File: config.mk
export PLATFORM = sky130hd
export DESIGN_NAME = bba_find_zero
export DESIGN_NICKNAME = d
export VERILOG_FILES = /design/src/sv/bba_find_zero.sv
export SDC_FILE = /design/constraint.sdc
export NUM_CORES = 1
export LEC_CHECK = 0
export BUFFER_PORTS_ARGS = -buffer_cell sky130_fd_sc_hd__clkbuf_2
export CORE_ASPECT_RATIO = 1.4
export CORE_MARGIN = 3
export CORE_UTILIZATION = 43
export DETAILED_ROUTE_END_ITERATION = 10
export PLACE_DENSITY_LB_ADDON = 0.12
export SYNTH_ARGS = -nofsm -noshare
export SYNTH_HDL_FRONTEND = slang
export SYNTH_SLANG_ARGS = --single-unit
File: constraint.sdc
create_clock -name vclk -period 3.9
set_input_delay 0.585 -clock vclk [all_inputs]
set_output_delay 0.585 -clock vclk [all_outputs]
set_load 0.05 [all_outputs]
File: src/sv/bba_find_zero.sv
// bba_find_zero: priority encoder for the lowest clear bit of a word
// depends on nothing; used on summary words and bitmap words

module bba_find_zero #(
   parameter int unsigned WIDTH = 64,
   localparam int unsigned IW   = (WIDTH > 1) ? $clog2(WIDTH) : 1
)(
   input  logic [WIDTH-1:0] word,
   output logic             found,
   output logic [IW-1:0]    idx
);

   always_comb begin
      idx = '0;
      for (int i = WIDTH - 1; i >= 0; i--) begin
         if (!word[i]) begin
            idx = IW'(i);
         end
      end
   end

   assign found = ~&word;

endmodule

[Yosys cells after proc, flatten, opt, wreduce, memory -nomap -nowiden]
Index checks and enable logic that the tools add are counted.
Word-level totals
  register bits after elaboration: 0
  bits of input ports: 64
  output and inout port bits: 7
  word-level logic and storage cells: 66
Operators by class
  mux-type cells: 64
  reduce and logical (&&, ||, !) cells: 2
Operators by type and width (count)
  $mux 6: 64
  $reduce_and 64->1: 1
  $logic_not 1->1: 1

[Logic depth before layout (Yosys ltp)]
Gate-level depths: netlist (run 1).
  word-level depth: 64
  depth in mapped cells: 6
  depth with buffers taken out: 6

[Least setup slack after synthesis (run 1)]
OpenSTA, ideal clock, no wires.
  path type: input port to output port
  start point: input word[48]
  end point: output idx[3]
  arrival time: 2672 ps
  data required time: 3315 ps
  slack: 643 ps
  stages on the path: 6
  buffers on the path: 0
  path through: nand4_1 -> or2_0 -> nor2_1 -> o21ai_1 -> a311o_1 -> a311oi_1
Between the ends
  word-level cells in the longest chain between the ends: 49
RTL lines
  from (decl): line 8  | input logic [WIDTH-1:0] word,
  $mux 6 (49 in series): line 16  | if (!word[i]) begin
  to (decl): line 10  | output logic [IW-1:0] idx
Every way passes these cells.

[Worst setup path in the final report (run 1)]
Ends and elaborated chain as after synthesis.

==> results of run 1 <==
metal layers:
layer | up-vias | routed length (um)
met4 | 0 | 44
met1 | 611 | 965
met5 | - | 0
met3 | 6 | 184
li1 | 714 | -
met2 | 55 | 1520
per-stage QoR:
step | util (%) | area [sq um]
2_1_floorplan | - | 790
3_3_place_gp | 70.4 | 1170
3_5_place_dp | 70.4 | 1170
4_1_cts | 70.4 | 1170
5_1_grt | 70.4 | 1170
6_report | 70.4 | 1170
cells by family (layout without fill, tap and decap cells):
| group | after synthesis | after routing |
|---|---|---|
| AOI/OAI and AO/OA | 49 | 49 |
| buffers and inverters | 11 | 82 |
| and+or+nand+nor | 87 | 87 |
cells in the final DEF, fill, tap and decap left out, drive strengths merged:
cell type   n
o221ai      1
a21boi      2
a31oi       4
nand4b      1
a21oi       9
and4        1
a2bb2oi     1
a311oi      2
o21a        1
nor2       16
a311o       1
a211oi      4
o21ai      15
a2111oi     1
and3        3
o31ai       2
o211ai      1
nand2b      4
or2         1
nor2b       2
o2111ai     2
nor3        6
nand2      28
a21o        3
inv        11
nand3       9
nand4      14
nor4        1
and2b       1
clkbuf     71
worst paths after layout:
check / to / slack [ns]
setup / recovery: idx[3] / 1.16
hold / removal: idx[3] / 1.69
final cells by class:
type,instances,share of cell area (%)
tap,19,2.03
inverter,11,3.53
multi-input combinational,136,64.0
timing repair buffer,71,30.4
critical path, cell delays in order:
cell      delay, ns
clkbuf_2       0.11
nand4_1        0.11
or2_0          0.24
nor2_1         0.11
o21ai_1        0.06
a311o_1        0.35
a311oi_1       0.26
clkbuf_2       0.32
where the power goes:
group / internal (mW) / switching (mW)
Clock: 0 / 0
Sequential: 0 / 0
Combinational: 0.0404 / 0.0534
==> run summary, run 1 <==
status -> complete, no violations
top cells by count, synth -> nand2_1, nor2_1, nand4_1, o21ai_0, inv_1
vias in the first global route -> 1239
relative slew slack -> 76.0%
crit path capture type -> output pin
worst min path class -> primary input to output pin
startpoint type of the worst setup path -> primary input
Simple-Gate Fraction of Synth Area -> 55.0%
RSZ-0062 raised after global routing -> no
post-synthesis sequential area ratio -> 0%
Layout Nets -> 284
GRT Total Usage -> 21.6%
CP Class -> primary input to output pin
multi-input logic area -> 748 sq um
Tot Pwr -> 93.8 uW
Die Height -> 56.7 um
Synth top area share -> 13.3%
I/O Buffers -> 71
Synth Area in Compound Gates -> 39.8%
GRT met3 Usage -> 0.962%
met1 Use GR -> 24.2%
Syn Area/Cell -> 5.37 sq um
final hold slack -> 1.69 ns
main combinational cell family by area after synthesis -> simple AND/OR/NAND/NOR gates
I/O pins -> 71
Area growth syn-to-layout -> 48.0%
Hold Fails Final Rpt -> 0
YS warnings -> 0
post-synthesis cell type count -> 31
CP Launch Point -> word[48]
width of the chip -> 42.2 um
Leakage -> 0.594 nW
Initial DRT Pass Iterations -> 5
row count -> 17
vias per inst -> 5.85
mux contribution to synthesized area -> 0%
VDD IR max -> 0.0486 mV
Post-Synthesis Cells -> 147
Least-Margin Pin Slew -> 0.351 ns
largest cells by area after synthesis -> nand2_1, nand4_1, o21ai_0, nor2_1, a21oi_1
# hold bufs at CTS -> 0
fillers -> 160
fin crit share -> 70.1%
n_diodes -> 0
Remaining Overflow, GRT -> 0
post-synthesis xor/xnor area fraction -> 0%
die area -> 0.00239 sq mm
Post-DRT Antenna Nets -> 0
Seq cells -> 0
placed cells -> 237
hold_sp -> word[4]
initial antenna violation count -> 0
Synth Area in Adders -> 0%
TNS Setup -> 0 ns
Hold Crit Depth -> 4
first-pass GRT wire length -> 4.48 mm
Total Routed Length -> 2.71 mm
Mapped Area -> 790 sq um
Peak Freq -> 366 MHz
Detail Placement HPWL -> 2.52 mm
Critical Path AT -> 2.15 ns
Post-Syn Nets -> 211
minimum clock period -> 2.74 ns
Layout Cells excl Fill -> 237
largest net degree at the start of global routing -> 6
Setup-failing EPs final -> 0
cell taking the most area after synthesis -> nand2_1
# DRC -> 0
pre-CTS setup slack -> 1.16 ns
Initial Utilization -> 47.6%
Clock Buffer Count -> 0
Sequential Area -> 0 sq um
pwr/cell area -> 80.3 mW/mm^2
CP required -> 3.31 ns
post-CTS setup buffers -> 0
CP max FO -> 4
setup ws final -> 1.16 ns
GRT met2 Usage -> 42.9%
WL per Instance -> 11.4 um
most frequent cell after synthesis -> nand2_1
share of cells above drive strength 1 -> 33.5%
Max-Cap Viols -> 0
post_cts resized -> 0
gp weighted congestion -> 0.940
Via Count -> 1386
pins over their slew limit -> 0
CORE AREA -> 0.00166 sq mm
Iter 0 DRT Violations -> 22
grt peak-use layer -> met2
(Power assumes the default switching activity.)
==> run 2, diff against run 1 <==
--- a/config.mk
+++ b/config.mk
@@ -8,7 +8,7 @@
 export BUFFER_PORTS_ARGS = -buffer_cell sky130_fd_sc_hd__clkbuf_2
 export CORE_ASPECT_RATIO = 1.4
 export CORE_MARGIN = 3
-export CORE_UTILIZATION = 43
+export CORE_UTILIZATION = 40
 export DETAILED_ROUTE_END_ITERATION = 10
 export PLACE_DENSITY_LB_ADDON = 0.12
 export SYNTH_ARGS = -nofsm -noshare
==> constraint.sdc (replaced) <==
create_clock -name vclk -period 2.55
set_input_delay 0.3825 -clock vclk [all_inputs]
set_output_delay 0.3825 -clock vclk [all_outputs]
set_load 0.05 [all_outputs]
==> run summary, run 2 (synthesis gave the netlist of run 1 again) <==
RSZ-0062 raised after global routing -> no
I/O pins -> 71
fin crit share -> 93.1%
hold_sp -> word[4]
CP max FO -> 4
Post-DRT Antenna Nets -> 0
WHS Endpoint -> idx[3]
pwr/cell area -> 122 mW/mm^2
TNS Setup -> 0 ns
worst min path class -> primary input to output pin
die area -> 0.00255 sq mm
CORE AREA -> 0.00182 sq mm
Total Routed Length -> 2.63 mm
Detail Placement HPWL -> 2.50 mm
fillers -> 194
Metal-1 WL -> 948 um
# hold bufs at CTS -> 0
row count -> 18
Hold Crit Depth -> 4
post_cts resized -> 0
startpoint type of the worst setup path -> primary input
largest net degree at the start of global routing -> 6
Initial DRT Pass Iterations -> 4
commonest non-fill, non-tap cell in the layout -> clkbuf_2
Max-Cap Viols -> 0
Initial Utilization -> 43.3%
post-CTS setup buffers -> 0
VDD IR max -> 0.0688 mV
I/O Buffers -> 71
Seq cells -> 0
vias per inst -> 5.66
Tot Pwr -> 143 uW
Peak Freq -> 421 MHz
minimum clock period -> 2.37 ns
share of cells above drive strength 1 -> 33.9%
n_diodes -> 0
vias in the first global route -> 1221
Remaining Overflow, GRT -> 0
GRT Total Usage -> 20.5%
CP Class -> primary input to output pin
relative slew slack -> 73.6%
Layout Nets -> 284
# DRC -> 0
crit path capture type -> output pin
Critical Path AT -> 1.99 ns
Sequential Area -> 0 sq um
Die Height -> 58.6 um
first-pass GRT wire length -> 4.39 mm
pins over their slew limit -> 0
final hold slack -> 1.31 ns
Setup-failing EPs final -> 0
DR top layer -> met4
status -> complete, no violations
most frequent cells in the layout -> clkbuf_2, nand2_1, nor2_1
Clock Buffer Count -> 0
CP required -> 2.17 ns
WL met3 -> 174 um
Leakage -> 0.594 nW
initial antenna violation count -> 0
Via Count -> 1347
routed wl met2 -> 1.49 mm
Iter 0 DRT Violations -> 24
width of the chip -> 43.5 um
Hold Fails Final Rpt -> 0
gp weighted congestion -> 0.873
WL per Instance -> 11.1 um
Least-Margin Pin Slew -> 0.386 ns
Area growth syn-to-layout -> 49.0%
-- run 2: metal layers --
| layer | up-vias | track usage, % |
|---|---|---|
| met5 | - | 0 |
| met4 | 0 | 1.72 |
| met3 | 2 | 0.306 |
| met2 | 45 | 43.8 |
| met1 | 585 | 21.7 |
| li1 | 715 | - |
-- run 2: worst max path at each step --
stage               startpoint     end  cells after the start
finish                word[48]  idx[3]                      8
global route          word[48]  idx[3]                      8
CTS                   word[48]  idx[3]                      8
detailed placement    word[48]  idx[3]                      8
global placement      word[48]  idx[3]                      8
floorplan             word[48]  idx[3]                      6
-- run 2: critical path, stage by stage --
cell and delay [ns]:
clkbuf_2 0.11, nand4_1 0.11, or2_0 0.24, nor2_1 0.11, o21ai_1 0.06, a311o_1 0.36, a311oi_2 0.29, clkbuf_2 0.32
-- run 2: final cells by class --
cell class / instances / area (sq um) / share of cell area, %
timing repair buffer: 71 / 355 / 30.2
multi-input combinational: 136 / 754 / 64.1
inverter: 11 / 41.3 / 3.51
tap: 20 / 25.0 / 2.13
-- run 2: metrics by stage --
step           cell area (sq um)  utilization (%)  worst slack [ns]  std cells
2_1_floorplan                796                -             0.150        147
3_3_place_gp                1180             64.5             0.222        238
3_5_place_dp                1180             64.5             0.162        238
4_1_cts                     1180             64.5             0.162        238
5_1_grt                     1180             64.5            0.0528        238
6_report                    1180             64.5             0.175        238
-- run 2: where the power goes --
group | switching [mW] | internal, mW
combinational | 0.0813 | 0.0618
sequential | 0 | 0
clock | 0 | 0
total | 0.0813 | 0.0618
==> run 3, diff against run 2 <==
==> config.mk (replaced) <==
export PLATFORM = sky130hd
export DESIGN_NAME = bba_find_zero
export DESIGN_NICKNAME = d
export VERILOG_FILES = /design/src/sv/bba_find_zero.sv
export SDC_FILE = /design/constraint.sdc
export NUM_CORES = 1
export LEC_CHECK = 0
export CORE_MARGIN = 3
export CORE_UTILIZATION = 45
export DETAILED_ROUTE_END_ITERATION = 10
export DONT_BUFFER_PORTS = 1
export PLACE_DENSITY_LB_ADDON = 0.12
export SLEW_MARGIN = 20
export SYNTH_ARGS = -nofsm -noshare
export SYNTH_HDL_FRONTEND = slang
export SYNTH_SLANG_ARGS = --single-unit
==> run summary, run 3 (synthesis gave the netlist of run 1 again) <==
commonest non-fill, non-tap cell in the layout -> nand2_1
CORE AREA -> 0.00158 sq mm
I/O pins -> 71
initial antenna violation count -> 0
Seq cells -> 0
Least-Margin Pin Slew -> 0.509 ns
CP required -> 2.17 ns
CP Class -> primary input to output pin
share of cells above drive strength 1 -> 4.64%
Peak Freq -> 464 MHz
relative slew slack -> 66.3%
crit path capture type -> output pin
hold_sp -> word[4]
most frequent cells in the layout -> nand2_1, nor2_1, nand4_1, o21ai_0, inv_1
first-pass GRT wire length -> 3.26 mm
Clock Buffer Count -> 0
width of the chip -> 47.9 um
worst min path class -> primary input to output pin
Iter 0 DRT Violations -> 20
Area growth syn-to-layout -> 7.13%
Layout Nets -> 217
Max-Cap Viols -> 0
Detail Placement HPWL -> 2.18 mm
multi-input logic area -> 754 sq um
VDD IR max -> 0.0341 mV
Total Routed Length -> 2.35 mm
Die Height -> 47.9 um
post_cts resized -> 0
Via Count -> 1100
pwr/cell area -> 81.3 mW/mm^2
vias per inst -> 6.59
pins over their slew limit -> 0
n_diodes -> 0
die area -> 0.00229 sq mm
WL per Instance -> 14.1 um
Tot Pwr -> 68.8 uW
startpoint type of the worst setup path -> primary input
Sequential Area -> 0 sq um
Initial Utilization -> 50.1%
status -> complete, no violations
RSZ-0062 raised after global routing -> no
# DRC -> 0
vias in the first global route -> 949
CP max FO -> 4
Hold Fails Final Rpt -> 0
# hold bufs at CTS -> 0
Setup-failing EPs final -> 0
row count -> 14
post-CTS setup buffers -> 0
largest net degree at the start of global routing -> 6
minimum clock period -> 2.16 ns
Leakage -> 0.318 nW
Post-DRT Antenna Nets -> 0
gp weighted congestion -> 0.797
design area -> 846 sq um
Hold Crit Depth -> 3
Core Util, Final -> 53.7%
TNS Setup -> 0 ns
placed instance area -> 846 sq um
GRT Total Usage -> 18.6%
Initial DRT Pass Iterations -> 4
fin crit share -> 84.5%
final hold slack -> 1.13 ns
Critical Path AT -> 1.77 ns
Remaining Overflow, GRT -> 0
I/O Buffers -> 0
fillers -> 167
WHS Endpoint -> idx[3]
==> run 3: how the worst max path moves through the flow <==
stage / slack [ns] / end / cells after the start / start
after floorplan: 0.15 / idx[3] / 6 / word[48]
after global placement: 0.40 / idx[3] / 7 / word[48]
after detailed placement: 0.39 / idx[3] / 7 / word[48]
after CTS: 0.38 / idx[3] / 7 / word[48]
after global routing: 0.30 / idx[3] / 7 / word[48]
final: 0.39 / idx[3] / 7 / word[48]
==> run 3: stage by stage <==
stage	std cells	setup slack (ns)
final	167	0.395
after global routing	167	0.302
after CTS	167	0.383
after detailed placement	167	0.394
after global placement	167	0.403
after floorplan	147	0.150
==> run 3: area by class of cell <==
type / instances / share of cell area [%]
Multi-Input combinational cell: 136 / 89.2
Inverter: 11 / 4.88
Timing Repair Buffer: 4 / 3.55
Tap cell: 16 / 2.37
==> run 3: critical path, cell delays in order <==
cell	delay [ns]
nand4_1	0.09
or2_0	0.25
nor2_1	0.12
o21ai_1	0.07
a311o_1	0.36
a311oi_2	0.26
buf_4	0.24
==> run 3: layer usage <==
| layer | up-vias | GRT usage, % | part of all wire, % |
|---|---|---|---|
| li1 | 568 | - | - |
| met1 | 477 | 24.0 | 41 |
| met2 | 55 | 34.0 | 46 |
| met3 | 0 | 3.38 | 13 |
| met4 | 0 | 0 | 0 |
| met5 | - | 0 | 0 |
==> run 3: power by group <==
group | internal, mW | switching, mW | leakage (nW) | total, mW
clock network | 0 | 0 | 0 | 0
registers | 0 | 0 | 0 | 0
logic | 0.0265 | 0.0423 | 0.318 | 0.0688
total | 0.0265 | 0.0423 | 0.318 | 0.0688
